--- src/hw/rtl/kpm_pkg.sv ---
// Package for the key press merger: sizes, controller states and command/status types.
package kpm_pkg;

	localparam int KPM_TABLE_ENTRIES = 16;
	localparam int KPM_HOLDER_BITS   = 8;
	localparam int KPM_CODE_W        = 10;
	localparam int KPM_IN_TDATA_W    = 16;
	localparam int KPM_OUT_TDATA_W   = 8;

	typedef enum logic [1:0] {
		ST_IDLE,
		ST_SCAN,
		ST_LAST,
		ST_UPDATE
	} kpm_state_t;

	typedef struct packed {
		logic start;
		logic scan;
		logic update;
	} kpm_cmd_t;

	typedef struct packed {
		logic last_addr;
		logic out_full;
	} kpm_status_t;

endpackage

--- src/hw/rtl/key_press_merger.sv ---
// Top level of the key press merger: stream ports, controller, datapath and checks.
// Each key event item passes through the controller states in order: idle, in which the
// item is accepted, a scan that reads one table entry per cycle from the single-port
// keycode and holder memories, a last state that finishes the last compare, and an
// update that writes the table and loads the result register; the next item is taken
// in idle again. The result register drives the output. A held result that is not
// taken stalls the update. The block handles one item at a time; the table starts
// empty after reset with no clearing pass.
module key_press_merger import kpm_pkg::*; #(
	parameter int TABLE_ENTRIES = KPM_TABLE_ENTRIES,
	parameter int HOLDER_BITS   = KPM_HOLDER_BITS
) (
	input  logic                       clk,
	input  logic                       arst_n,
	input  logic                       s_tvalid,
	output logic                       s_tready,
	input  logic [KPM_IN_TDATA_W-1:0]  s_tdata,  // [9:0] key_code, rest zero
	input  logic                       s_tuser,  // [0] is_press
	output logic                       m_tvalid,
	input  logic                       m_tready,
	output logic [KPM_OUT_TDATA_W-1:0] m_tdata   // [0] forward, [1] table_full, rest zero
);

	kpm_cmd_t    cmd;
	kpm_status_t status;
	kpm_state_t  state;
	logic        forward;
	logic        table_full;

	kpm_ctrl u_ctrl (
		.clk      (clk),
		.arst_n   (arst_n),
		.in_valid (s_tvalid),
		.in_ready (s_tready),
		.status   (status),
		.cmd      (cmd),
		.state    (state)
	);

	kpm_datapath #(
		.TABLE_ENTRIES (TABLE_ENTRIES),
		.HOLDER_BITS   (HOLDER_BITS)
	) u_dp (
		.clk        (clk),
		.arst_n     (arst_n),
		.cmd        (cmd),
		.status     (status),
		.key_code   (s_tdata[KPM_CODE_W-1:0]),
		.is_press   (s_tuser),
		.out_valid  (m_tvalid),
		.out_ready  (m_tready),
		.forward    (forward),
		.table_full (table_full)
	);

	assign m_tdata = {{(KPM_OUT_TDATA_W - 2){1'b0}}, table_full, forward};

	a_result_exclusive: assert property (@(posedge clk) disable iff (!arst_n)
		m_tvalid |-> !(m_tdata[0] && m_tdata[1]))
		else $error("result both forwarded and flagged as table full");

	a_one_item_at_a_time: assert property (@(posedge clk) disable iff (!arst_n)
		(s_tvalid && s_tready) |=> !s_tready)
		else $error("new item accepted while a scan is under way");

	a_result_from_update: assert property (@(posedge clk) disable iff (!arst_n)
		$rose(m_tvalid) |-> $past(state == ST_UPDATE))
		else $error("result appeared without an update cycle");

endmodule

--- src/hw/rtl/kpm_datapath.sv ---
// Datapath of the key press merger: held-key table, scan compare and result register.
module kpm_datapath import kpm_pkg::*; #(
	parameter int TABLE_ENTRIES = KPM_TABLE_ENTRIES,
	parameter int HOLDER_BITS   = KPM_HOLDER_BITS
) (
	input  logic                       clk,
	input  logic                       arst_n,
	input  kpm_cmd_t                   cmd,
	output kpm_status_t                status,
	input  logic [KPM_CODE_W-1:0]      key_code,
	input  logic                       is_press,
	output logic                       out_valid,
	input  logic                       out_ready,
	output logic                       forward,
	output logic                       table_full
);

	localparam int IDX_W = (TABLE_ENTRIES > 1) ? $clog2(TABLE_ENTRIES) : 1;
	localparam logic [IDX_W-1:0] LAST_IDX = IDX_W'(TABLE_ENTRIES - 1);

	logic [TABLE_ENTRIES-1:0] valid_q;
	logic [KPM_CODE_W-1:0]    code_mem [TABLE_ENTRIES];
	logic [HOLDER_BITS-1:0]   hold_mem [TABLE_ENTRIES];

	logic [KPM_CODE_W-1:0]    code_q;
	logic                     press_q;
	logic [IDX_W-1:0]         scan_idx_q;

	logic                     cmp_en_s1;
	logic                     rd_valid_s1;
	logic [KPM_CODE_W-1:0]    rd_code_s1;
	logic [HOLDER_BITS-1:0]   rd_hold_s1;
	logic [IDX_W-1:0]         rd_idx_s1;

	logic                     hit_q;
	logic [IDX_W-1:0]         hit_idx_q;
	logic [HOLDER_BITS-1:0]   hit_hold_q;
	logic                     free_q;
	logic [IDX_W-1:0]         free_idx_q;

	logic                     out_valid_q;
	logic                     forward_q;
	logic                     full_q;

	logic                     wr_code_en;
	logic                     wr_hold_en;
	logic [IDX_W-1:0]         wr_idx;
	logic [HOLDER_BITS-1:0]   wr_hold;
	logic                     set_valid;
	logic                     clr_valid;
	logic                     res_forward;
	logic                     res_full;

	always_comb begin
		wr_code_en  = 1'b0;
		wr_hold_en  = 1'b0;
		wr_idx      = hit_idx_q;
		wr_hold     = hit_hold_q;
		set_valid   = 1'b0;
		clr_valid   = 1'b0;
		res_forward = 1'b0;
		res_full    = 1'b0;
		if (hit_q) begin
			if (press_q) begin
				if (hit_hold_q != '1) begin
					wr_hold_en = 1'b1;
					wr_hold    = hit_hold_q + HOLDER_BITS'(1);
				end
			end else if (hit_hold_q > HOLDER_BITS'(1)) begin
				wr_hold_en = 1'b1;
				wr_hold    = hit_hold_q - HOLDER_BITS'(1);
			end else begin
				clr_valid   = 1'b1;
				res_forward = 1'b1;
			end
		end else if (!press_q) begin
			res_forward = 1'b1;
		end else if (!free_q) begin
			res_full = 1'b1;
		end else begin
			wr_idx      = free_idx_q;
			wr_code_en  = 1'b1;
			wr_hold_en  = 1'b1;
			wr_hold     = HOLDER_BITS'(1);
			set_valid   = 1'b1;
			res_forward = 1'b1;
		end
	end

	always_ff @(posedge clk) begin
		if (cmd.update && wr_code_en) begin
			code_mem[wr_idx] <= code_q;
		end
		if (cmd.update && wr_hold_en) begin
			hold_mem[wr_idx] <= wr_hold;
		end
		if (cmd.scan) begin
			rd_code_s1 <= code_mem[scan_idx_q];
			rd_hold_s1 <= hold_mem[scan_idx_q];
			rd_valid_s1 <= valid_q[scan_idx_q];
			rd_idx_s1 <= scan_idx_q;
		end
		if (cmd.start) begin
			code_q  <= key_code;
			press_q <= is_press;
		end
		if (cmd.update) begin
			forward_q <= res_forward;
			full_q    <= res_full;
		end
	end

	always_ff @(posedge clk or negedge arst_n) begin
		if (!arst_n) begin
			valid_q     <= '0;
			scan_idx_q  <= '0;
			cmp_en_s1   <= 1'b0;
			hit_q       <= 1'b0;
			hit_idx_q   <= '0;
			hit_hold_q  <= '0;
			free_q      <= 1'b0;
			free_idx_q  <= '0;
			out_valid_q <= 1'b0;
		end else begin
			cmp_en_s1 <= cmd.scan;
			if (cmd.start) begin
				scan_idx_q <= '0;
				hit_q      <= 1'b0;
				free_q     <= 1'b0;
			end else begin
				if (cmd.scan && scan_idx_q != LAST_IDX) begin
					scan_idx_q <= scan_idx_q + IDX_W'(1);
				end
				if (cmp_en_s1) begin
					if (rd_valid_s1) begin
						if (!hit_q && rd_code_s1 == code_q) begin
							hit_q      <= 1'b1;
							hit_idx_q  <= rd_idx_s1;
							hit_hold_q <= rd_hold_s1;
						end
					end else if (!free_q) begin
						free_q     <= 1'b1;
						free_idx_q <= rd_idx_s1;
					end
				end
			end
			if (cmd.update && set_valid) begin
				valid_q[wr_idx] <= 1'b1;
			end
			if (cmd.update && clr_valid) begin
				valid_q[wr_idx] <= 1'b0;
			end
			if (cmd.update) begin
				out_valid_q <= 1'b1;
			end else if (out_ready) begin
				out_valid_q <= 1'b0;
			end
		end
	end

	assign status.last_addr = (scan_idx_q == LAST_IDX);
	assign status.out_full  = out_valid_q && !out_ready;
	assign out_valid  = out_valid_q;
	assign forward    = forward_q;
	assign table_full = full_q;

endmodule

--- src/hw/rtl/kpm_ctrl.sv ---
// Controller of the key press merger: sequences the table scan and the update.
module kpm_ctrl import kpm_pkg::*; (
	input  logic        clk,
	input  logic        arst_n,
	input  logic        in_valid,
	output logic        in_ready,
	input  kpm_status_t status,
	output kpm_cmd_t    cmd,
	output kpm_state_t  state
);

	kpm_state_t state_q;
	kpm_state_t state_d;

	always_ff @(posedge clk or negedge arst_n) begin
		if (!arst_n) begin
			state_q <= ST_IDLE;
		end else begin
			state_q <= state_d;
		end
	end

	always_comb begin
		state_d = state_q;
		case (state_q)
			ST_IDLE: begin
				if (in_valid) begin
					state_d = ST_SCAN;
				end
			end
			ST_SCAN: begin
				if (status.last_addr) begin
					state_d = ST_LAST;
				end
			end
			ST_LAST: begin
				state_d = ST_UPDATE;
			end
			ST_UPDATE: begin
				if (!status.out_full) begin
					state_d = ST_IDLE;
				end
			end
			default: begin
				state_d = ST_IDLE;
			end
		endcase
	end

	always_comb begin
		cmd      = '0;
		in_ready = 1'b0;
		case (state_q)
			ST_IDLE: begin
				in_ready  = 1'b1;
				cmd.start = in_valid;
			end
			ST_SCAN: begin
				cmd.scan = 1'b1;
			end
			ST_UPDATE: begin
				cmd.update = !status.out_full;
			end
			default: begin
			end
		endcase
	end

	assign state = state_q;

endmodule

--- config.mk ---
export PLATFORM = sky130hd
export DESIGN_NAME = key_press_merger
export DESIGN_NICKNAME = d
export VERILOG_FILES = /design/src/hw/rtl/kpm_pkg.sv /design/src/hw/rtl/key_press_merger.sv /design/src/hw/rtl/kpm_datapath.sv /design/src/hw/rtl/kpm_ctrl.sv
export SDC_FILE = /design/constraint.sdc
export NUM_CORES = 1
export LEC_CHECK = 0
export ABC_AREA = 1
export CAP_MARGIN = 15
export CELL_PAD_IN_SITES_DETAIL_PLACEMENT = 1
export CELL_PAD_IN_SITES_GLOBAL_PLACEMENT = 1
export CORE_ASPECT_RATIO = 1.2
export CORE_MARGIN = 2
export CORE_UTILIZATION = 48
export CTS_BUF_LIST = sky130_fd_sc_hd__clkbuf_4
export CTS_CLUSTER_DIAMETER = 60
export DETAILED_ROUTE_END_ITERATION = 10
export DONT_BUFFER_PORTS = 1
export PLACE_DENSITY_LB_ADDON = 0.1
export SLEW_MARGIN = 20
export SYNTH_ARGS = -nofsm -noshare
export SYNTH_HDL_FRONTEND = slang
export SYNTH_HIERARCHICAL = 1
export SYNTH_SLANG_ARGS = --single-unit
--- constraint.sdc ---
create_clock -name clk -period 1.9 [get_ports clk]
set_input_delay 0.57 -clock clk [delete_from_list [all_inputs] [get_ports clk]]
set_output_delay 0.57 -clock clk [all_outputs]
set_load 0.03 [all_outputs]
==> impl_metrics.yaml <==
clock_tree:
  clk_latency_ps: 750
  root_buffer: "clkbuf_4"
  numCtsBuffers: 92
  htreeDepth: 3
  clk_path_buf_depth: 3
  clk_pin_slew_worst_paths_ps: 70
  tritoncts: "done"
  clock-sinks: 366
route:
  vias: 11400
  drt-initial-drc-count: 625
  post_drt_wl_per_cell_um: 21.3
  finalWirelength_mm: 44.3
  via_per_inst: 5.48
  remaining_drc_errors: 0
  ant_nets: 0
  first_pass_iters: 5
setup_path:
  setup.worst_path.start_class: "flop"
  required_ps: 1330
  path_class: "reg2out"
  cp_max_fo: 2
  worst_ep_arrival_time_ps: 1480
  end_kind: "output port"
timing:
  max_freq_mhz: 487
  fin_crit_ps: 2050
  report.final.slew_viol_count: 0
  hold_violations: 0
  min_period_over_period_pct: 108
  fin_skew_ps: 61.2
  tns_ps: -14150
  setup-violations-final: 298
  finalWorstSetupSlack_ps: -154
  rsz0062_at_grt: "yes"
floorplan:
  coreArea_um2: 32200
  die_area_um2: 34100
  io_pins: 31
  start_util_pct: 48.7
  die-height_um: 202
  fp.dieW_um: 169
  num_rows: 72
global_route:
  grt_pass1_wl_mm: 67.0
  antenna_found_initial: 1
  grt_max_degree: 61
  grt.overflow.total: 0
  gr-usage-all-layers_pct: 25.7
  grt_pass1_vias: 12500
finish:
  final_common_cell: "edfxtp_1"
  nets: 1631
  mostFrequentLayoutCells: "edfxtp_1, nor2_1, nand2_1, o21ai_0, clkbuf_4"
  drive_gt1_share_pct: 27.7
  syn_to_final_growth_pct: 26.0
yosys:
  ys.flop_type: "edfxtp_1"
  ys_types: 32
  async_flop_share_pct: 11.5
  seq_area_frac_synth_pct: 68.8
  synthDominantCellAreaShare_pct: 62.1
  synth.largest_area_cell: "edfxtp_1"
  ys_seq_elements: 366
  netlist_instances: 1401
  syn_area_per_cell_um2: 11.2
  netlist_area_um2: 15700
  ys.warnings.count: 6
  yosys-top-cells-area: "edfxtp_1, dfrtp_1, nor2_1, o21ai_0, nand2_1"
  synth-edff-count: 324
pwr:
  p_leak_nw: 7.20
  power_w: 0.0233
  irDropWorstVdd_uv: 680
  powerDensity_nw_per_um2: 1180
run:
  cap_violations: 0
placed_design:
  hpwl_mm: 26.7
  gp_congestion: 0.811
  place_ws_ps: -119
  io_buffers: 0
hold_path:
  hold_path_class: "in2reg"
status:
  violations: "setup timing"
  status: "finished with violations"
path summary, 6_finish.rpt:
path,slack [ps],to,depth (start not counted),from
min in group asynchronous,380,u_dp/hit_hold_q[2],2,arst_n
min reg2reg,460,u_dp/hit_hold_q[2],2,u_dp/rd_hold_s1[2]
max reg2reg,-140,u_dp/hold_mem[9][4],13,u_dp/hit_hold_q[0]
max,-150,s_tready,3,u_ctrl/state[1]
max in group asynchronous,1240,u_dp/out_valid,2,arst_n
min,150,u_ctrl/state[0],4,s_tvalid
worst max-delay path, cell delays in order (launching register included):
cell and delay (ps):
dfrtp_1 400, inv_2 90, ha_4 150, buf_6 130
cell type report:
class                           instances  area (um2)
Antenna cell                            2        5.00
Clock buffer                          133         998
Clock inverter                         31         149
Fill cell                            3309       12400
Inverter                              100         387
Multi-Input combinational cell        860        4660
Sequential cell                       366       10800
Tap cell                              407         509
Timing Repair Buffer                  181        2240
synth_stat cells, types with 12 or more instances:
library cell and number:
edfxtp_1 324, nor2_1 231, nand2_1 208, o21ai_0 164, inv_1 95, nand3_1 68
dfrtp_1 42, clkbuf_1 39, o211ai_1 38, o22ai_1 36, a21oi_1 32, buf_2 29
nand4_1 12, nor2_2 12
through the flow:
stage          std cells  hold WS [ps]  util (%)  cell area (um2)
6_report            2080           150      61.4            19700
2_1_floorplan       1406           274         -            15800
3_3_place_gp        1866           278      54.5            17500
5_1_grt             2080           107      61.4            19700
3_5_place_dp        1866           277      54.5            17500
4_1_cts             2066           104      59.8            19200
registers in the layout, summed over array words and instances, names as in the netlist, 2 cells and up:
register,flops
u_dp/code_mem,160
u_dp/hold_mem,128
u_dp/valid_q,16
u_dp/code_q,10
u_dp/rd_code_s1,10
u_dp/hit_hold_q,8
u_dp/rd_hold_s1,8
u_dp/free_idx_q,4
u_dp/hit_idx_q,4
u_dp/rd_idx_s1,4
u_dp/scan_idx_q,4
u_ctrl/state,2
where the power goes:
| part | internal [W] | switching, W |
|---|---|---|
| clock network | 0.00335 | 0.00315 |
| registers | 0.00959 | 0.000381 |
| logic | 0.00239 | 0.00441 |
| total | 0.0153 | 0.00794 |
repair_timing:
item	4_1_cts	5_1_grt
buffers inserted	19	10
hold buffers	14	0
pin swaps	15	27
resized for setup	53	77
endpoints found under the setup margin	332	452
cloned	3	7
endpoints found under the hold margin	54	0
metal layers:
layer	routed length [um]	global-route usage, %	vias up
li1	-	-	5316
met1	17100	29.7	5744
met2	24400	46.4	247
met3	1580	4.62	83
met4	1340	11.4	0
met5	0	0	-
kinds of logic after synthesis:
group / Yosys count / synth area share (%)
DFF: 366 / 68.8
and+or+nand+nor: 559 / 15.2
xor gates and xnor gates: 11 / 0.615
buffers and inverters: 181 / 4.95
other: 1 / 0.0239
adders and majority gates: 9 / 0.719
AOI/OAI and AO/OA: 274 / 9.66
(Power assumes the default switching activity.)
